**config.mk**
```make
export PLATFORM = sky130hd
export DESIGN_NAME = fvd_queue
export DESIGN_NICKNAME = d
export VERILOG_FILES = /design/src/sv/fvd_pkg.sv /design/src/sv/fvd_queue.sv
export SDC_FILE = /design/constraint.sdc
export NUM_CORES = 1
export LEC_CHECK = 0
export BUFFER_PORTS_ARGS = -buffer_cell sky130_fd_sc_hd__buf_2
export CELL_PAD_IN_SITES_DETAIL_PLACEMENT = 0
export CELL_PAD_IN_SITES_GLOBAL_PLACEMENT = 2
export CORE_AREA = 5 5 164 166
export CTS_CLUSTER_SIZE = 10
export DETAILED_ROUTE_END_ITERATION = 16
export DIE_AREA = 0 0 169 171
export PLACE_DENSITY_LB_ADDON = 0.1
export SLEW_MARGIN = 15
export SYNTH_ARGS = -nofsm -noshare
export SYNTH_HDL_FRONTEND = slang
export SYNTH_SLANG_ARGS = --single-unit
```
**constraint.sdc**
```tcl
create_clock -name clk -period 4 [get_ports clk]
set_input_delay 0.8 -clock clk [delete_from_list [all_inputs] [get_ports clk]]
set_output_delay 0.8 -clock clk [all_outputs]
set_load 0.1 [all_outputs]
```
**src/sv/fvd_pkg.sv**
```systemverilog
`timescale 1ns / 1ps
// ----------------------------------------------------------------------------
// fvd_pkg
// Shared types and constants for the fan-triangulating vertex dedup core.
// ----------------------------------------------------------------------------
package fvd_pkg;

	localparam int unsigned KEY_W   = 24;
	localparam int unsigned MESH_W  = 16;
	localparam int unsigned VTOT_W  = 17;
	localparam int unsigned ITOT_W  = 24;
	localparam int unsigned QDEPTH  = 4;
	localparam int unsigned QPTR_W  = 2;

	localparam logic [31:0] FNV_BASIS = 32'd2166136261;
	localparam logic [31:0] FNV_PRIME = 32'd16777619;
	localparam logic [ITOT_W-1:0] ITOT_MAX = {ITOT_W{1'b1}};

	typedef enum logic [1:0] {
		ST_OK    = 2'd0,
		ST_SHORT = 2'd1,
		ST_FULL  = 2'd2
	} status_t;

	// one lookup request (or a short-face error) from front to back
	typedef struct packed {
		logic              short_face;
		logic              last;
		logic [KEY_W-1:0]  pos;
		logic [KEY_W-1:0]  tex;
		logic [KEY_W-1:0]  norm;
	} job_t;

	typedef enum logic [3:0] {
		B_CLEAR,
		B_IDLE,
		B_HASH,
		B_MOD,
		B_FILL_RD,
		B_FILL,
		B_WAY_RD,
		B_WAY_CMP,
		B_DECIDE,
		B_OUT
	} back_state_t;

endpackage

```
**src/sv/fvd_queue.sv**
```systemverilog
`timescale 1ns / 1ps
// ----------------------------------------------------------------------------
// fvd_queue
// Small request FIFO between the corner front end and the lookup engine.
// ----------------------------------------------------------------------------
module fvd_queue
	import fvd_pkg::*;
(
	input  logic clk,
	input  logic arst_n,
	input  logic push,
	input  job_t push_job,
	output logic full,
	input  logic pop,
	output job_t pop_job,
	output logic nonempty
);

	job_t              slot_q [QDEPTH];
	logic [QPTR_W-1:0] wr_q;
	logic [QPTR_W-1:0] rd_q;
	logic [QPTR_W:0]   cnt_q;

	assign full     = (cnt_q == (QPTR_W+1)'(QDEPTH));
	assign nonempty = (cnt_q != '0);
	assign pop_job  = slot_q[rd_q];

	always_ff @(posedge clk or negedge arst_n) begin
		if (!arst_n) begin
			wr_q  <= '0;
			rd_q  <= '0;
			cnt_q <= '0;
		end else begin
			if (push) wr_q <= wr_q + 1'b1;
			if (pop)  rd_q <= rd_q + 1'b1;
			if (push && !pop)      cnt_q <= cnt_q + 1'b1;
			else if (pop && !push) cnt_q <= cnt_q - 1'b1;
		end
	end

	always_ff @(posedge clk) begin
		if (push) slot_q[wr_q] <= push_job;
	end

endmodule

```
==> reports/results.ini <==
[run_status]
status=complete, no violations

[global_route]
grt_pass1_vias=5491
grt_usage=0.148
grt_max_degree=41
grt_pass1_wl_um=32200
grt.overflow.total=0
antenna_found_initial=3

[floorplan]
die_w_um=169
dieArea_sq_um=28900
num_rows=59
core_sq_um=25500
start_util=0.437
io_pins=154
fp.dieH_um=171

[worst_setup_path]
crit_fanout=39
arrival_ps=2400
required_ps=3200
endpoint_kind=primary output
critPathLaunchType=flop
path_class=reg -> out

[cts]
tritoncts=done
postCtsSetupRepairBufs=0
cts_buffer_depth=3
cts_hold_buf=0
cts_resized=0
clk_pin_slew_ps=50
htreeDepth=2
clock_latency_ps=480
root_buffer=clkbuf_16
cts.sinks=303
cts_made_buffers=36

[synthesis]
synth_ff_type=edfxtp_1
ys_async_sr_fraction=0.0231
synthTopCellsByArea=edfxtp_1 80%, mux4_2 15%, dfrtp_1 1.6%, buf_12 0.90%, ha_1 0.56%
yosys.area.top_type=edfxtp_1
ys_types=20
synth_top_cell_area_share=0.799
synth-seq-area-share=0.815
syn-num-nets=505
synth-edff-count=296
syn_avg_cell_area_sq_um=26.4
syn_area_sq_um=11100
ys_warn_count=0
synthCells=421
synth-seq-cells=303

[timing]
min_period_ps=3200
fmax_ghz=0.313
rsz0062_at_grt=false
final.period_utilization=0.800
final_hold_viol_count=0
tns_ps=0
maxSlewHeadroom=0.563
fin_skew_ps=9.83
finalSetupViolCount=0
slew_violations=0
worst_pin_slew_ps=656

[placement]
place.gp.congestion=0.721
port_buffers=153
hpwl_um=12200

[drt]
first_pass_iters=5
antenna_left=0
routed_wl_um=21000
wl_per_cell_um=22.1
vias_per_cell=5.21
dr_total_vias=4937
post-route-drc-count=0
drtIter0Drc=278

[cells_and_area]
drive_above_1_share=0.457
nets=686
fin_util=0.520
area_growth_pct=19.2

[run]
maxCapViolCount=0

[min_path]
timing.hold.worst.class=in -> async

metal layers:
metal,GRT usage,wire (um)
met5,0,20
met4,0.0396,310
met3,0.0423,1300
met2,0.244,10500
met1,0.196,8810
critical path: stages, from the launching register on:
cell and delay, ps:
dfrtp_4 830, buf_12 350, mux4_2 280, buf_2 430
layout by cell type, fill, tap and decap left out, drive strengths merged, types with 2 or more instances in the layout:
cell type  Yosys  routed
edfxtp       296     296
buf           15     160
mux4          74      74
clkbuf         2      45
dfrtp          7       7
ha             5       5
inv            4       4
and2           4       4
xor2           4       4
diode          0       2
xnor2          2       2
nand2          2       2
final timing paths:
kind | start | to | slack [ps] | depth (start not counted)
min in group clk | cnt_q[2] | cnt_q[2] | 490 | 1
hold reg to reg | cnt_q[2] | cnt_q[2] | 490 | 1
hold / removal | arst_n | wr_q[0] | 140 | 1
setup / recovery | rd_q[1] | pop_job[64] | 800 | 3
setup reg to reg | wr_q[0] | slot_q[0][33] | 2090 | 4
max in group asynchronous | arst_n | rd_q[1] | 3690 | 1
cell families after synthesis:
| group | share of synthesized area |
|---|---|
| XOR/XNOR | 0.00473 |
| adder cells (fa/ha/maj) | 0.00743 |
| AO/OA/AOI/OAI | 0.000450 |
| AND/OR/NAND/NOR | 0.00450 |
| flip-flops | 0.815 |
| multiplexers | 0.151 |
| buffers and inverters | 0.0168 |
metrics by stage:
stage	area [sq um]	hold slack [ps]	setup WS, ps	std cells
final	13300	138	802	947
after global routing	13300	123	669	946
after CTS	13300	116	717	945
after detailed placement	12300	478	1260	899
after global placement	12300	471	1240	899
after floorplan	11100	449	553	421
synth_stat cells (3+ instances only):
cell      instances
mux4_2           74
edfxtp_1        296
ha_1              5
buf_4             3
and2_1            4
dfrtp_1           7
inv_1             4
buf_2             6
buf_12            5
xor2_1            4
sequential cells by signal, indices dropped and copies added, names as in the netlist:
register,cells
cnt_q,3
rd_q,2
slot_q,296
wr_q,2
cell type report:
class                           instances  area [sq um]
Timing Repair Buffer                  160           906
Tap cell                              335           419
Clock buffer                           45           956
Inverter                                4          15.0
Fill cell                            2008         12200
Sequential cell                       303          9070
Clock inverter                          1          5.00
Multi-Input combinational cell         97          1880
Antenna cell                            2          5.00
Power is left out: the tool's default activity adds up to more than one toggle a clock period on the data nets, which glitch-free logic cannot reach.
