**src/sv/fvd_pkg.sv**
```systemverilog
`timescale 1ns / 1ps
// ----------------------------------------------------------------------------
// fvd_pkg
// Shared types and constants for the fan-triangulating vertex dedup core.
// ----------------------------------------------------------------------------
package fvd_pkg;

	localparam int unsigned KEY_W   = 24;
	localparam int unsigned MESH_W  = 16;
	localparam int unsigned VTOT_W  = 17;
	localparam int unsigned ITOT_W  = 24;
	localparam int unsigned QDEPTH  = 4;
	localparam int unsigned QPTR_W  = 2;

	localparam logic [31:0] FNV_BASIS = 32'd2166136261;
	localparam logic [31:0] FNV_PRIME = 32'd16777619;
	localparam logic [ITOT_W-1:0] ITOT_MAX = {ITOT_W{1'b1}};

	typedef enum logic [1:0] {
		ST_OK    = 2'd0,
		ST_SHORT = 2'd1,
		ST_FULL  = 2'd2
	} status_t;

	// one lookup request (or a short-face error) from front to back
	typedef struct packed {
		logic              short_face;
		logic              last;
		logic [KEY_W-1:0]  pos;
		logic [KEY_W-1:0]  tex;
		logic [KEY_W-1:0]  norm;
	} job_t;

	typedef enum logic [3:0] {
		B_CLEAR,
		B_IDLE,
		B_HASH,
		B_MOD,
		B_FILL_RD,
		B_FILL,
		B_WAY_RD,
		B_WAY_CMP,
		B_DECIDE,
		B_OUT
	} back_state_t;

endpackage

```
**src/sv/fvd_front.sv**
```systemverilog
`timescale 1ns / 1ps
// ----------------------------------------------------------------------------
// fvd_front
// Corner intake: holds fan corners, issues three lookup requests per
// triangle or one error request for a short face.
// ----------------------------------------------------------------------------
module fvd_front
	import fvd_pkg::*;
#(
	parameter int unsigned MAX_CORNERS = 32
) (
	input  logic             clk,
	input  logic             arst_n,
	input  logic             in_valid,
	output logic             in_ready,
	input  logic [KEY_W-1:0] pos_index,
	input  logic [KEY_W-1:0] tex_index,
	input  logic [KEY_W-1:0] norm_index,
	input  logic             last_corner,
	output logic             push,
	output job_t             push_job,
	input  logic             full
);

	localparam int unsigned CW = $clog2(MAX_CORNERS + 1);

	logic [CW-1:0]    cc_q;
	logic [1:0]       pend_q;
	logic             err_q;
	logic [KEY_W-1:0] h0_pos_q, h0_tex_q, h0_norm_q;
	logic [KEY_W-1:0] h1_pos_q, h1_tex_q, h1_norm_q;
	logic [KEY_W-1:0] cur_pos_q, cur_tex_q, cur_norm_q;
	logic             acc;

	assign in_ready = (pend_q == 2'd0);
	assign acc      = in_valid && in_ready;
	assign push     = (pend_q != 2'd0) && !full;

	always_comb begin
		push_job.short_face = err_q;
		push_job.last       = (pend_q == 2'd1);
		case (pend_q)
			2'd3: begin
				push_job.pos  = h0_pos_q;
				push_job.tex  = h0_tex_q;
				push_job.norm = h0_norm_q;
			end
			2'd2: begin
				push_job.pos  = h1_pos_q;
				push_job.tex  = h1_tex_q;
				push_job.norm = h1_norm_q;
			end
			default: begin
				push_job.pos  = cur_pos_q;
				push_job.tex  = cur_tex_q;
				push_job.norm = cur_norm_q;
			end
		endcase
	end

	always_ff @(posedge clk or negedge arst_n) begin
		if (!arst_n) begin
			cc_q   <= '0;
			pend_q <= '0;
			err_q  <= 1'b0;
		end else if (acc) begin
			if (cc_q >= CW'(MAX_CORNERS)) begin
				if (last_corner) cc_q <= '0;
			end else if (cc_q < CW'(2)) begin
				// still collecting the fan anchor; a face ending here is short
				if (last_corner) begin
					cc_q   <= '0;
					pend_q <= 2'd1;
					err_q  <= 1'b1;
				end else begin
					cc_q <= cc_q + 1'b1;
				end
			end else begin
				cc_q   <= last_corner ? '0 : cc_q + 1'b1;
				pend_q <= 2'd3;
				err_q  <= 1'b0;
			end
		end else if (push) begin
			pend_q <= pend_q - 1'b1;
		end
	end

	always_ff @(posedge clk) begin
		if (acc && cc_q == CW'(0)) begin
			h0_pos_q  <= pos_index;
			h0_tex_q  <= tex_index;
			h0_norm_q <= norm_index;
		end
		if (acc && cc_q == CW'(1)) begin
			h1_pos_q  <= pos_index;
			h1_tex_q  <= tex_index;
			h1_norm_q <= norm_index;
		end
		if (acc) begin
			cur_pos_q  <= pos_index;
			cur_tex_q  <= tex_index;
			cur_norm_q <= norm_index;
		end
		// current corner becomes the previous corner once its request is out
		if (push && pend_q == 2'd1 && !err_q) begin
			h1_pos_q  <= cur_pos_q;
			h1_tex_q  <= cur_tex_q;
			h1_norm_q <= cur_norm_q;
		end
	end

endmodule

```
**config.mk**
```make
export PLATFORM = sky130hd
export DESIGN_NAME = fvd_front
export DESIGN_NICKNAME = d
export VERILOG_FILES = /design/src/sv/fvd_pkg.sv /design/src/sv/fvd_front.sv
export SDC_FILE = /design/constraint.sdc
export NUM_CORES = 1
export LEC_CHECK = 0
export BUFFER_PORTS_ARGS = -buffer_cell sky130_fd_sc_hd__buf_2
export CAP_MARGIN = 10
export CELL_PAD_IN_SITES_DETAIL_PLACEMENT = 1
export CELL_PAD_IN_SITES_GLOBAL_PLACEMENT = 1
export CORE_ASPECT_RATIO = 0.7
export CORE_MARGIN = 5
export CORE_UTILIZATION = 51
export DETAILED_ROUTE_END_ITERATION = 12
export GPL_ROUTABILITY_DRIVEN = 0
export HOLD_SLACK_MARGIN = 0.1
export PLACE_DENSITY_LB_ADDON = 0.1
export SETUP_SLACK_MARGIN = 0.15
export SYNTH_ARGS = -nofsm -noshare
export SYNTH_HDL_FRONTEND = slang
export SYNTH_SLANG_ARGS = --single-unit
```
**constraint.sdc**
```tcl
create_clock -name clk -period 8.2 [get_ports clk]
set_input_delay 2.05 -clock clk [delete_from_list [all_inputs] [get_ports clk]]
set_output_delay 2.05 -clock clk [all_outputs]
set_load 0.02 [all_outputs]
```
==> run summary <==
status: completed
Die Area: 21520 um^2
initial drt markers: 417
setup bufs post-CTS: 0
initial antenna violation count: 2
Syn Nets: 688
crit path max fanout: 73
Relative slew margins: 27.00%
Slew Limit Fails: 0
Core Region: 18160 um^2
Clock Pin Slew Worst Setup and Hold Paths: 0.06 ns
Post-layout nets: 837
CTS Hold Buffers Added: 0
Tmin final: 5.381 ns
Filler cells: 1748
ys async rst share: 4.000%
RSZ-0062 raised after global routing: no
CP Class: flip-flop to output port
Hold WC Path Type: flip-flop to flip-flop
first-pass GRT wire length: 34.20 mm
Syn Std Cell Area: 9509 um^2
DRT Wirelength: 21.85 mm
Setup crit end kind: output port
number of global-route vias before repair: 6125
fin crit share: 65.62%
synthesis warning total: 0
number of flops mapped to enable cells by yosys: 216
CP required: 6.15 ns
pin count of the biggest net entering global routing: 74
ant diodes: 0
Seq/Total Area, Yosys: 70.58%
Std-Cell Rows: 41
Vias: 5578
layout cells sized above 1: 35.11%
Crit path arrival time: 3.33 ns
Hold Vio Cnt, Final: 0
worst-margin pin slew: 1.095 ns
CTS max path bufs: 3
met3 GRT Util: 4.460%
CTS Buf Count: 23
Worst-Skew Late Latency: 0.50 ns
HPWL Detailed: 13.23 mm
ys flop type: edfxtp_1
Die X: 173.2 um
Synth Instances: 604
CTS tree: built
area grow syn2layout: 16.75%
GRT Util Overall: 19.72%
Setup TNS: 0 ns
Root Driver: clkbuf_16
DR WL/cell: 21.75 um
vias per cell: 5.550
Most Used Layer, Global Route: met2
port bufs: 152
height of the die: 124.2 um
met2 GRT Util: 32.75%
VDD IR-drop max: 0.2454 mV
#FFs+latches synth: 225
final core occ: 61.13%
post-route clock skew: 0.01065 ns
DRC: 0
H-tree Lvls: 1
P_leak: 4.341 nW
power density over the cells: 365.9 nW/um^2
dpl cells: 964
Non-Filler Instances: 1005
Finish-stage setup viols: 0
gr ovfl total: 0
Initial Utilization: 52.36%
synth unique cells: 35
Critical Path Start Type: flip-flop
FMAX: 185.9 MHz
Detail Route Antenna Nets: 0
Max-cap violations: 0
storage element area: 6711 um^2
Initial DRT Pass Iterations: 5
# IOs: 153
Post-Syn Area per Cell: 15.74 um^2
footprint of the multi-input gates: 2565 um^2
post-CTS sizing: 0
grt met1 use: 27.55%
clk sinks: 225
## synthesized netlist by cell type (all sizes together) (2+ instances only)
library cell  number  area [um^2]
edfxtp           216         6486
nand2            149        559.3
a22oi             73        548.0
mux2              72         1070
buf               18        201.4
clkbuf            17        63.81
dfrtp              9        225.2
ha                 7        87.58
inv                6        22.52
nor2               5        18.77
a21oi              4        20.02
nand3              4        20.02
o21ai              3        15.01
and3               2        12.51
nand3b             2        15.01
nand4b             2        17.52
nor4b              2        23.77
or4                2        15.01
## registers in the layout (all words and copies together) (netlist names)
name and count:
h1_norm_q 24, h1_pos_q 24, cc_q 6, h0_tex_q 24, cur_tex_q 24, err_q 1, h0_pos_q 24, h0_norm_q 24
h1_tex_q 24, cur_norm_q 24, pend_q 2, cur_pos_q 24
## cells in the final DEF, fill, tap and decap left out, types with 2 or more instances in the layout
cell / n
nor2_1: 4
buf_2: 152
a22oi_1: 73
o21ai_0: 3
clkinv_1: 3
clkinv_2: 5
clkbuf_16: 23
dfrtp_1: 9
inv_1: 5
buf_4: 7
or4_1: 2
mux2_4: 69
nand3_1: 4
edfxtp_1: 216
ha_1: 5
ha_4: 2
a21oi_1: 4
nand4b_1: 2
mux2_2: 3
nand3b_1: 2
clkbuf_1: 7
nand2_1: 149
## logic make-up (layout without fill, tap and decap cells)
logic type | Yosys count | after routing | synth area share [%]
AOI/OAI and AO/OA | 87 | 87 | 6.724
and+or+nand+nor | 172 | 172 | 7.500
adders and majority gates | 7 | 7 | 0.9210
buffers and inverters | 41 | 206 | 3.026
DFF | 225 | 225 | 70.58
muxes | 72 | 72 | 11.25
## final cells by class
type,count,share of cell area [%]
Multi-Input combinational cell,338,23.10
Tap cell,236,2.660
Sequential cell,225,60.45
Timing Repair Buffer,159,7.326
Inverter,6,0.2141
Clock buffer,31,5.545
Clock inverter,10,0.6987
## final timing paths
check / slack (ns) / endpoint / cells after the start / start
hold / removal: 0.58 / h1_norm_q[14] / 1 / cur_norm_q[14]
hold reg to reg: 0.58 / h1_norm_q[14] / 1 / cur_norm_q[14]
min in group asynchronous: 1.40 / err_q / 1 / arst_n
max in group asynchronous: 6.61 / cc_q[5] / 1 / arst_n
setup / recovery: 2.82 / push_job[45] / 7 / pend_q[0]
setup reg to reg: 4.85 / h1_pos_q[3] / 6 / pend_q[0]
## routing by layer
metal	up-vias	wire length (um)	part of all wire, %
li1	2580	-	-
met1	2820	9665	44
met2	157	10590	48
met3	17	1405	6.4
met4	4	170	0.78
met5	-	25	0.11
## worst max-delay path, stage by stage, from the launching register on
cell,delay (ns)
dfrtp_1,0.45
ha_4,0.18
buf_4,0.37
nor2_4,0.80
buf_4,0.54
nand2_1,0.10
nand2_1,0.14
buf_2,0.19
## power by group
part	switching [mW]	internal, mW
registers	0.0731	1.44
clock network	0.415	0.558
logic	1.08	0.502
## through the flow
stage	instance area, um^2	worst slack [ns]	hold slack (ns)	power, mW
after global routing	11100	2.550	0.5910	4.293
after detailed placement	10410	3.257	0.5715	3.134
after floorplan	9509	3.548	0.5001	2.585
final	11100	2.819	0.5808	4.062
after global placement	10410	3.327	0.5299	3.097
after CTS	11100	2.733	0.5830	4.118
Power figures use the tool's default switching activity.
